===== src/sv/srsw_pkg.sv =====
// ----------------------------------------------------------------------------
// srsw_pkg
// Shared codes and types of the selective-repeat sender window.
// ----------------------------------------------------------------------------
package srsw_pkg;

  // command field of an input item
  localparam logic [1:0] CMD_SEND    = 2'd0;
  localparam logic [1:0] CMD_ACK     = 2'd1;
  localparam logic [1:0] CMD_TIMEOUT = 2'd2;

  // result status codes
  localparam logic [2:0] STAT_SENT    = 3'd0;
  localparam logic [2:0] STAT_FULL    = 3'd1;
  localparam logic [2:0] STAT_ACK     = 3'd2;
  localparam logic [2:0] STAT_OUTSIDE = 3'd3;
  localparam logic [2:0] STAT_BADCK   = 3'd4;
  localparam logic [2:0] STAT_RESENT  = 3'd5;

  // configuration register indexes
  localparam logic CFG_WINDOW_SIZE = 1'b0;
  localparam logic CFG_SEQ_BITS    = 1'b1;

  localparam logic [7:0] WINDOW_SIZE_RST = 8'd4;
  localparam logic [3:0] SEQ_BITS_RST    = 4'd8;

  // operation decided by the front end
  typedef enum logic [2:0] {
    OP_SEND,
    OP_ACK,
    OP_BADCK,
    OP_TIMEOUT,
    OP_NOP
  } op_e;

  // head of the queue as seen by the back end
  typedef struct packed {
    logic valid;
    op_e  op;
  } head_t;

endpackage


===== src/sv/srsw_front.sv =====
// ----------------------------------------------------------------------------
// srsw_front
// Accepts items, decodes the command and queues them for the back end.
// ----------------------------------------------------------------------------
module srsw_front #(
  parameter int SEQ_BITS_MAX  = 8,
  parameter int PAYLOAD_WIDTH = 32
) (
  input  logic                     clk_i,
  input  logic                     rst_ni,
  input  logic                     start_i,
  output logic                     busy_o,
  input  logic [1:0]               cmd_i,
  input  logic [SEQ_BITS_MAX-1:0]  seq_i,
  input  logic                     checksum_ok_i,
  input  logic [PAYLOAD_WIDTH-1:0] payload_i,
  input  logic [SEQ_BITS_MAX-1:0]  mask_i,
  input  logic                     pop_i,
  output srsw_pkg::head_t          head_o,
  output logic [SEQ_BITS_MAX-1:0]  head_seq_o,
  output logic [PAYLOAD_WIDTH-1:0] head_payload_o
);
  import srsw_pkg::*;

  op_e                      op_q  [2];
  logic [SEQ_BITS_MAX-1:0]  seq_q [2];
  logic [PAYLOAD_WIDTH-1:0] pay_q [2];
  logic                     wr_ptr_q, rd_ptr_q;
  logic [1:0]               cnt_q, cnt_d;
  logic                     push;
  op_e                      op_in;

  assign busy_o = (cnt_q == 2'd2);
  assign push   = start_i & ~busy_o;

  always_comb begin
    case (cmd_i)
      CMD_SEND:    op_in = OP_SEND;
      CMD_ACK:     op_in = checksum_ok_i ? OP_ACK : OP_BADCK;
      CMD_TIMEOUT: op_in = OP_TIMEOUT;
      default:     op_in = OP_NOP;
    endcase
  end

  always_comb begin
    cnt_d = cnt_q;
    if (push && !pop_i) begin
      cnt_d = cnt_q + 2'd1;
    end else if (!push && pop_i) begin
      cnt_d = cnt_q - 2'd1;
    end
  end

  always_ff @(posedge clk_i or negedge rst_ni) begin
    if (!rst_ni) begin
      wr_ptr_q <= 1'b0;
      rd_ptr_q <= 1'b0;
      cnt_q    <= 2'd0;
    end else begin
      cnt_q <= cnt_d;
      if (push) begin
        wr_ptr_q <= ~wr_ptr_q;
      end
      if (pop_i) begin
        rd_ptr_q <= ~rd_ptr_q;
      end
    end
  end

  always_ff @(posedge clk_i) begin
    if (push) begin
      op_q[wr_ptr_q]  <= op_in;
      seq_q[wr_ptr_q] <= seq_i & mask_i;
      pay_q[wr_ptr_q] <= payload_i;
    end
  end

  assign head_o.valid   = (cnt_q != 2'd0);
  assign head_o.op      = op_q[rd_ptr_q];
  assign head_seq_o     = seq_q[rd_ptr_q];
  assign head_payload_o = pay_q[rd_ptr_q];

endmodule


===== config.mk =====
export PLATFORM = sky130hd
export DESIGN_NAME = srsw_front
export DESIGN_NICKNAME = d
export VERILOG_FILES = /design/src/sv/srsw_pkg.sv /design/src/sv/srsw_front.sv
export SDC_FILE = /design/constraint.sdc
export NUM_CORES = 1
export LEC_CHECK = 0
export ABC_AREA = 1
export BUFFER_PORTS_ARGS = -buffer_cell sky130_fd_sc_hd__buf_2
export CAP_MARGIN = 5
export CORE_MARGIN = 2
export CORE_UTILIZATION = 25
export CTS_CLUSTER_SIZE = 14
export DETAILED_ROUTE_END_ITERATION = 10
export PLACE_DENSITY_LB_ADDON = 0.12
export SLEW_MARGIN = 20
export SYNTH_ARGS = -nofsm -noshare
export SYNTH_HDL_FRONTEND = slang
export SYNTH_SLANG_ARGS = --single-unit

===== constraint.sdc =====
create_clock -name clk_i -period 2.9 [get_ports clk_i]
set_input_delay 0.58 -clock clk_i [delete_from_list [all_inputs] [get_ports clk_i]]
set_output_delay 0.58 -clock clk_i [all_outputs]
set_load 0.02 [all_outputs]

==> results of run 1 <==
## Yosys cell counts, drive strengths merged
cell / n / area share [%]
nand2: 18 / 1.9
or2: 1 / 0.17
ha: 1 / 0.35
nand4: 1 / 0.17
edfxtp: 86 / 71
nand3: 1 / 0.14
dfrtp: 4 / 2.8
nor2: 3 / 0.31
buf: 5 / 2.5
mux2: 43 / 17
xor2: 1 / 0.24
o21ai: 3 / 0.41
inv: 19 / 2.0
xnor2: 1 / 0.24
## cells by family after synthesis
family	share of synthesized area, %
fa+ha+maj	0.3458
flops	74.16
compound gates	0.4150
mux	17.43
buf+inv	4.497
simple gates	2.663
xor+xnor	0.4843
## flip-flops by register name (all words and copies together), names as in the netlist
signal / count
pay_q: 64
wr_ptr_q: 1
cnt_q: 2
seq_q: 16
op_q: 6
rd_ptr_q: 1
## final cells by class
type	count	area share, %
timing repair buffer	106	12.28
inverter	19	1.562
antenna	1	0.05481
clock buffer	11	5.097
tap	180	4.933
clock inverter	2	0.1644
multi-input combinational	73	17.07
sequential	90	58.84
## worst reg2reg max path: cells and delay by family (launching register included)
| kind | cells | cell delay (ps) |
|---|---|---|
| flip-flops | 1 | 380 |
| buffers and inverters | 3 | 620 |
| AND/OR/NAND/NOR | 3 | 320 |
## per-layer routing
metal  wire length, um  vias to the layer above  part of all wire (%)
met2              3406                       62                    51
li1                  -                      905                     -
met5                 0                        -                     0
met1              2684                      916                    40
met3               513                        7                   7.6
met4               102                        0                   1.5
## power groups by stage
stage | sequential [mW] | clock (mW) | combinational (mW)
4_1_cts | 1.92 | 1.02 | 1.71
3_5_place_dp | 1.95 | 0 | 1.70
6_report | 1.91 | 0.983 | 1.66
5_1_grt | 1.95 | 1.09 | 1.78
3_3_place_gp | 1.95 | 0 | 1.70
2_1_floorplan | 1.87 | 0 | 1.34
## final timing paths
path / end / from / slack (ps)
worst max-delay path: head_payload_o[24] / rd_ptr_q / 570
worst min-delay path: cnt_q[0] / rst_ni / 40
worst max register to register: pay_q[0][8] / cnt_q[1] / 1280
worst min register to register: cnt_q[1] / cnt_q[1] / 480
max in group asynchronous: rd_ptr_q / rst_ni / 2720
min in group clk_i: pay_q[1][30] / payload_i[30] / 430
==> out/summary.md, run 1 <==
## Synth
• share of the yosys chip area belonging to registers: 74.16%
• yosys warns: 0
• synthesized area divided by synthesized cell count: 19.34 sq um
• Post-Synthesis Cell Area: 3617 sq um
• number of standard cells after synthesis: 187
• Distinct cells, synth: 16
• number of synthesized register bits: 90
• post-synth net total: 243

## Clock network
• count of cells resized by post-cts repair: 0
• root buf cell: sky130_fd_sc_hd__clkbuf_16
• number of clock sinks: 90
• maximum level of the CTS H-tree: 3
• number of post-CTS setup repair buffers: 0
• clock slew at the register clock pins of the worst setup and hold paths: 60 ps
• CTS max path bufs: 2
• clock insertion delay at the later pin of the skew report: 330 ps
• hold buffer count at cts: 0
• CTS buffer count: 9
• CTS tree: done

## STA
• tightest slew margin relative to the limit: 68.25%
• Max Freq: 428.9 MHz
• period utilization: 80.40%
• final sum of negative setup slack: 0 ps
• Final Hold Fails: 0
• Clock Skews: 6.030 ps
• transition time of the tightest slew-check pin: 471.2 ps
• slack of the critical path: 568.4 ps
• setup repair after global routing missed its margin: no
• total of endpoints with negative setup slack in the final report: 0
• post-route worst hold slack: 39.29 ps
• final max-slew violation count: 0
• min cycle time layout: 2332 ps

## Drt
• number of iterations in the first detailed-routing pass: 4
• detail-routed via count per cell: 3.921
• WL per Instance: 13.91 um
• total number of vias: 1890
• DR DRC count: 0
• Detailed Route Iter0 Violations: 68
• routed wire length: 6.707 mm
• Antenna Violating Nets Remaining: 0

## Critical path
• startpoint types: flop
• Cell Chain, Critical Path: buf_4 > mux2_4 > buf_2
• worst r2r path cells: 6
• Worst Path Buf+Inv: 2
• worst stage delay on the critical path: 600 ps
• CP Depth: 3
• Slowest cell on crit path: sky130_fd_sc_hd__dfrtp_4
• cell type group with the largest total delay on the critical path: flip-flops
• data required time at the worst endpoint: 2320 ps
• data arrival at the endpoint of the critical path: 1750 ps
• startpoint-to-endpoint class of the critical path: reg -> out
• element type at the critical path end: output pin
• maximum net fanout on the critical path: 16

## Pwr
• leak pwr: 1.928 nW
• Gate power share: 36.4%
• switching share of total power: 32.24%
• power share of the clock group: 21.6%
• internal power component: 3.085 mW
• Worst VDD drop: 0.0003388 V
• Psw: 1.468 mW
• part of the power in registers: 42.0%
• total chip power: 4.553 mW
• pwr/cell area: 997.3 nW/um^2

## GRT
• number of global-route vias before repair: 1954
• pin count of the biggest net entering global routing: 24
• met2 Usage GRT: 15.30%
• total global-route track usage: 9.115%
• total grt overflow: 0
• initial antenna violation count: 1
• wire length of the first global-routing pass: 10.31 mm
• most used routing layer in global routing: met2
• GR met3 Demand/Resource: 5.155%
• GR met1 Demand/Resource: 9.602%

## Outcome
• outcome: completed

## Placement
• I/O Buffers: 99
• post-placement cell area: 4323 sq um
• total half-perimeter wirelength after legalization and detailed placement: 4.571 mm
• Post-Place Setup Slack: 876.2 ps
• number of placed instances with taps included: 468
• RD Place Congestion: 0.6731

## Floorplanning
• DIE HEIGHT: 124.3 um
• core area: 13990 sq um
• initial standard-cell utilization of the core: 25.86%
• DIE AREA: 15450 sq um
• die width: 124.3 um
• count of pins on the block boundary: 100
• Rows: 43

## Finish
• Seq. cell area: 2686 sq um
• fill cell instance count of the final layout: 1404
• final core utilization: 32.64%
• count of nets after finishing: 355
• area of the multi-input gates: 779.5 sq um
• cell area after layout: 4566 sq um
• leading cell types in the layout, fill and taps excluded: sky130_fd_sc_hd__buf_2, sky130_fd_sc_hd__edfxtp_1, sky130_fd_sc_hd__mux2_4
• non-filler cells, final: 482
• leading cell type in the layout, fill and taps excluded: sky130_fd_sc_hd__buf_2
• Area Overhead vs Synth: 26.22%
• share of layout cells above drive strength 1: 53.82%

## Hold path
• kind of path behind the tightest hold check: in -> async

## Run
• count of max-cap constraint violations: 0

Power figures use the tool's default switching activity.
==> inputs of run 2 (changes only) <==
- clock period: 2.9 -> 2.23 ns (I/O delays scaled with it)
==> out/summary.md, run 2 (same netlist as run 1, synthesis figures left out) <==
## Outcome
• outcome: completed, unchanged

## Drt
• routed wire length: 6.817 mm, was 6.707 mm
• Detailed Route Iter0 Violations: 61, was 68
• total number of vias: 1889, was 1890
• DR DRC count: 0, unchanged
• number of iterations in the first detailed-routing pass: 3, was 4
• WL per Instance: 14.08 um, was 13.91 um
• detail-routed via count per cell: 3.903, was 3.921
• Antenna Violating Nets Remaining: 0, unchanged

## Finish
• antenna diode instance count: 0, was 1
• registers with the highest flip-flop counts: pay_q: 64 flops, seq_q: 16 flops, op_q: 6 flops, unchanged
• leading cell types in the layout, fill and taps excluded: sky130_fd_sc_hd__buf_2, sky130_fd_sc_hd__edfxtp_1, sky130_fd_sc_hd__mux2_4, unchanged
• non-filler cells, final: 484, was 482
• cell area after layout: 4631 sq um, was 4566 sq um
• max reg flops: 64, unchanged
• share of layout cells above drive strength 1: 54.61%, was 53.82%
• register ranked first by flip-flop count: pay_q, unchanged
• Area Overhead vs Synth: 28.02%, was 26.22%
• count of nets after finishing: 355, unchanged
• fill cell instance count of the final layout: 1422, was 1404
• final core utilization: 33.10%, was 32.64%
• leading cell type in the layout, fill and taps excluded: sky130_fd_sc_hd__buf_2, unchanged

## Clock network
• root buf cell: sky130_fd_sc_hd__clkbuf_16, unchanged
• maximum level of the CTS H-tree: 3, unchanged
• clock insertion delay at the later pin of the skew report: 340 ps, was 330 ps
• number of clock sinks: 90, unchanged
• number of post-CTS setup repair buffers: 0, unchanged
• CTS buffer count: 9, unchanged
• clock slew at the register clock pins of the worst setup and hold paths: 70 ps, was 60 ps
• CTS max path bufs: 2, unchanged
• CTS tree: done, unchanged

## STA
• total of endpoints with negative setup slack in the final report: 0, unchanged
• post-route worst hold slack: 289.5 ps, was 39.29 ps
• Max Freq: 470.5 MHz
• Final Hold Fails: 0, unchanged
• slack of the critical path: 104.8 ps, was 568.4 ps
• tightest slew margin relative to the limit: 70.72%, was 68.25%
• final max-slew violation count: 0, unchanged
• Clock Skews: 4.734 ps, was 6.030 ps
• final sum of negative setup slack: 0 ps, unchanged
• min cycle time layout: 2125 ps
• setup repair after global routing missed its margin: no, unchanged
• period utilization: 95.30%
• transition time of the tightest slew-check pin: 434.6 ps, was 471.2 ps

## Floorplanning
• DIE HEIGHT: 124.3 um, unchanged
• Rows: 43, unchanged
• DIE AREA: 15450 sq um, unchanged
• core area: 13990 sq um, unchanged
• initial standard-cell utilization of the core: 25.86%, unchanged
• count of pins on the block boundary: 100, unchanged
• die width: 124.3 um, unchanged

## Critical path
• element type at the critical path end: output pin, unchanged
• data required time at the worst endpoint: 1780 ps, was 2320 ps
• cell type group with the largest total delay on the critical path: flip-flops, unchanged
• startpoint types: flop, unchanged
• data arrival at the endpoint of the critical path: 1680 ps, was 1750 ps
• Worst Path Buf+Inv: 2, unchanged
• Cell Chain, Critical Path: buf_12 > mux2_2 > buf_2, was buf_4 > mux2_4 > buf_2
• maximum net fanout on the critical path: 18, was 16
• Slowest cell on crit path: sky130_fd_sc_hd__dfrtp_4, unchanged
• startpoint-to-endpoint class of the critical path: reg -> out, unchanged
• worst stage delay on the critical path: 590 ps, was 600 ps

## Pwr
• leak pwr: 1.958 nW, was 1.928 nW
• pwr/cell area: 1332 nW/um^2, was 997.3 nW/um^2
• total chip power: 6.169 mW, was 4.553 mW
• Worst VDD drop: 0.0005166 V, was 0.0003388 V

## GRT
• wire length of the first global-routing pass: 10.93 mm, was 10.31 mm
• initial antenna violation count: 0, was 1
• pin count of the biggest net entering global routing: 28, was 24
• number of global-route vias before repair: 2015, was 1954
• total global-route track usage: 9.502%, was 9.115%
• total grt overflow: 0, unchanged

## Placement
• I/O Buffers: 99, unchanged
• post-placement cell area: 4328 sq um, was 4323 sq um
• number of placed instances with taps included: 467, was 468
• RD Place Congestion: 0.6306, was 0.6731
• Post-Place Setup Slack: 445.7 ps, was 876.2 ps
• total half-perimeter wirelength after legalization and detailed placement: 4.638 mm, was 4.571 mm

## Hold path
• kind of path behind the tightest hold check: in -> reg, was in -> async

## Run
• count of max-cap constraint violations: 0, unchanged

-- run 2: area by class of cell --
| class | count | area [sq um] | share of cell area (%) |
|---|---|---|---|
| clock inverter | 7 | 67.56 | 1.459 |
| timing repair buffer | 106 | 575.6 | 12.43 |
| inverter | 19 | 71.32 | 1.540 |
| tap | 180 | 225.2 | 4.864 |
| clock buffer | 9 | 225.2 | 4.864 |
| sequential | 90 | 2686 | 58.01 |
| multi-input combinational | 73 | 779.5 | 16.83 |
-- run 2: worst reg2reg max path, cell delays in order, from the launching register on --
cell and delay, ps:
sky130_fd_sc_hd__dfrtp_1 370, sky130_fd_sc_hd__inv_1 100, sky130_fd_sc_hd__nor2_1 60, sky130_fd_sc_hd__nor2_1 150
sky130_fd_sc_hd__nand2_1 100, sky130_fd_sc_hd__inv_2 60, sky130_fd_sc_hd__buf_4 360
-- run 2: per-layer routing --
layer / track usage [%] / wire length [um] / up-vias
met5: 0 / 0 / -
met2: 15.33 / 3358 / 57
li1: - / - / 906
met1: 10.59 / 2831 / 914
met3: 3.823 / 439 / 12
met4: 5.552 / 188 / 0
-- run 2: power by group --
part	switching [mW]	internal, mW
logic	1.21	0.986
registers	0.163	2.32
clock network	0.630	0.866
-- run 2: what timing repair did --
action                                  CTS  global route
hold buffers                              1             0
endpoints found under the hold margin     4             0
endpoints found under the setup margin    0             0
resized for setup                         0             0
-- run 2: path summary, 6_finish.rpt --
| kind | from | to | slack [ps] | depth (start not counted) |
|---|---|---|---|---|
| worst max-delay path | rd_ptr_q | head_seq_o[3] | 100 | 3 |
| worst min-delay path | payload_i[10] | pay_q[0][10] | 290 | 1 |
| worst max register to register | cnt_q[1] | pay_q[0][4] | 660 | 6 |
| worst min register to register | cnt_q[1] | cnt_q[1] | 470 | 2 |
| max in group asynchronous | rst_ni | rd_ptr_q | 1650 | 2 |
| min in group asynchronous | rst_ni | cnt_q[1] | 440 | 2 |
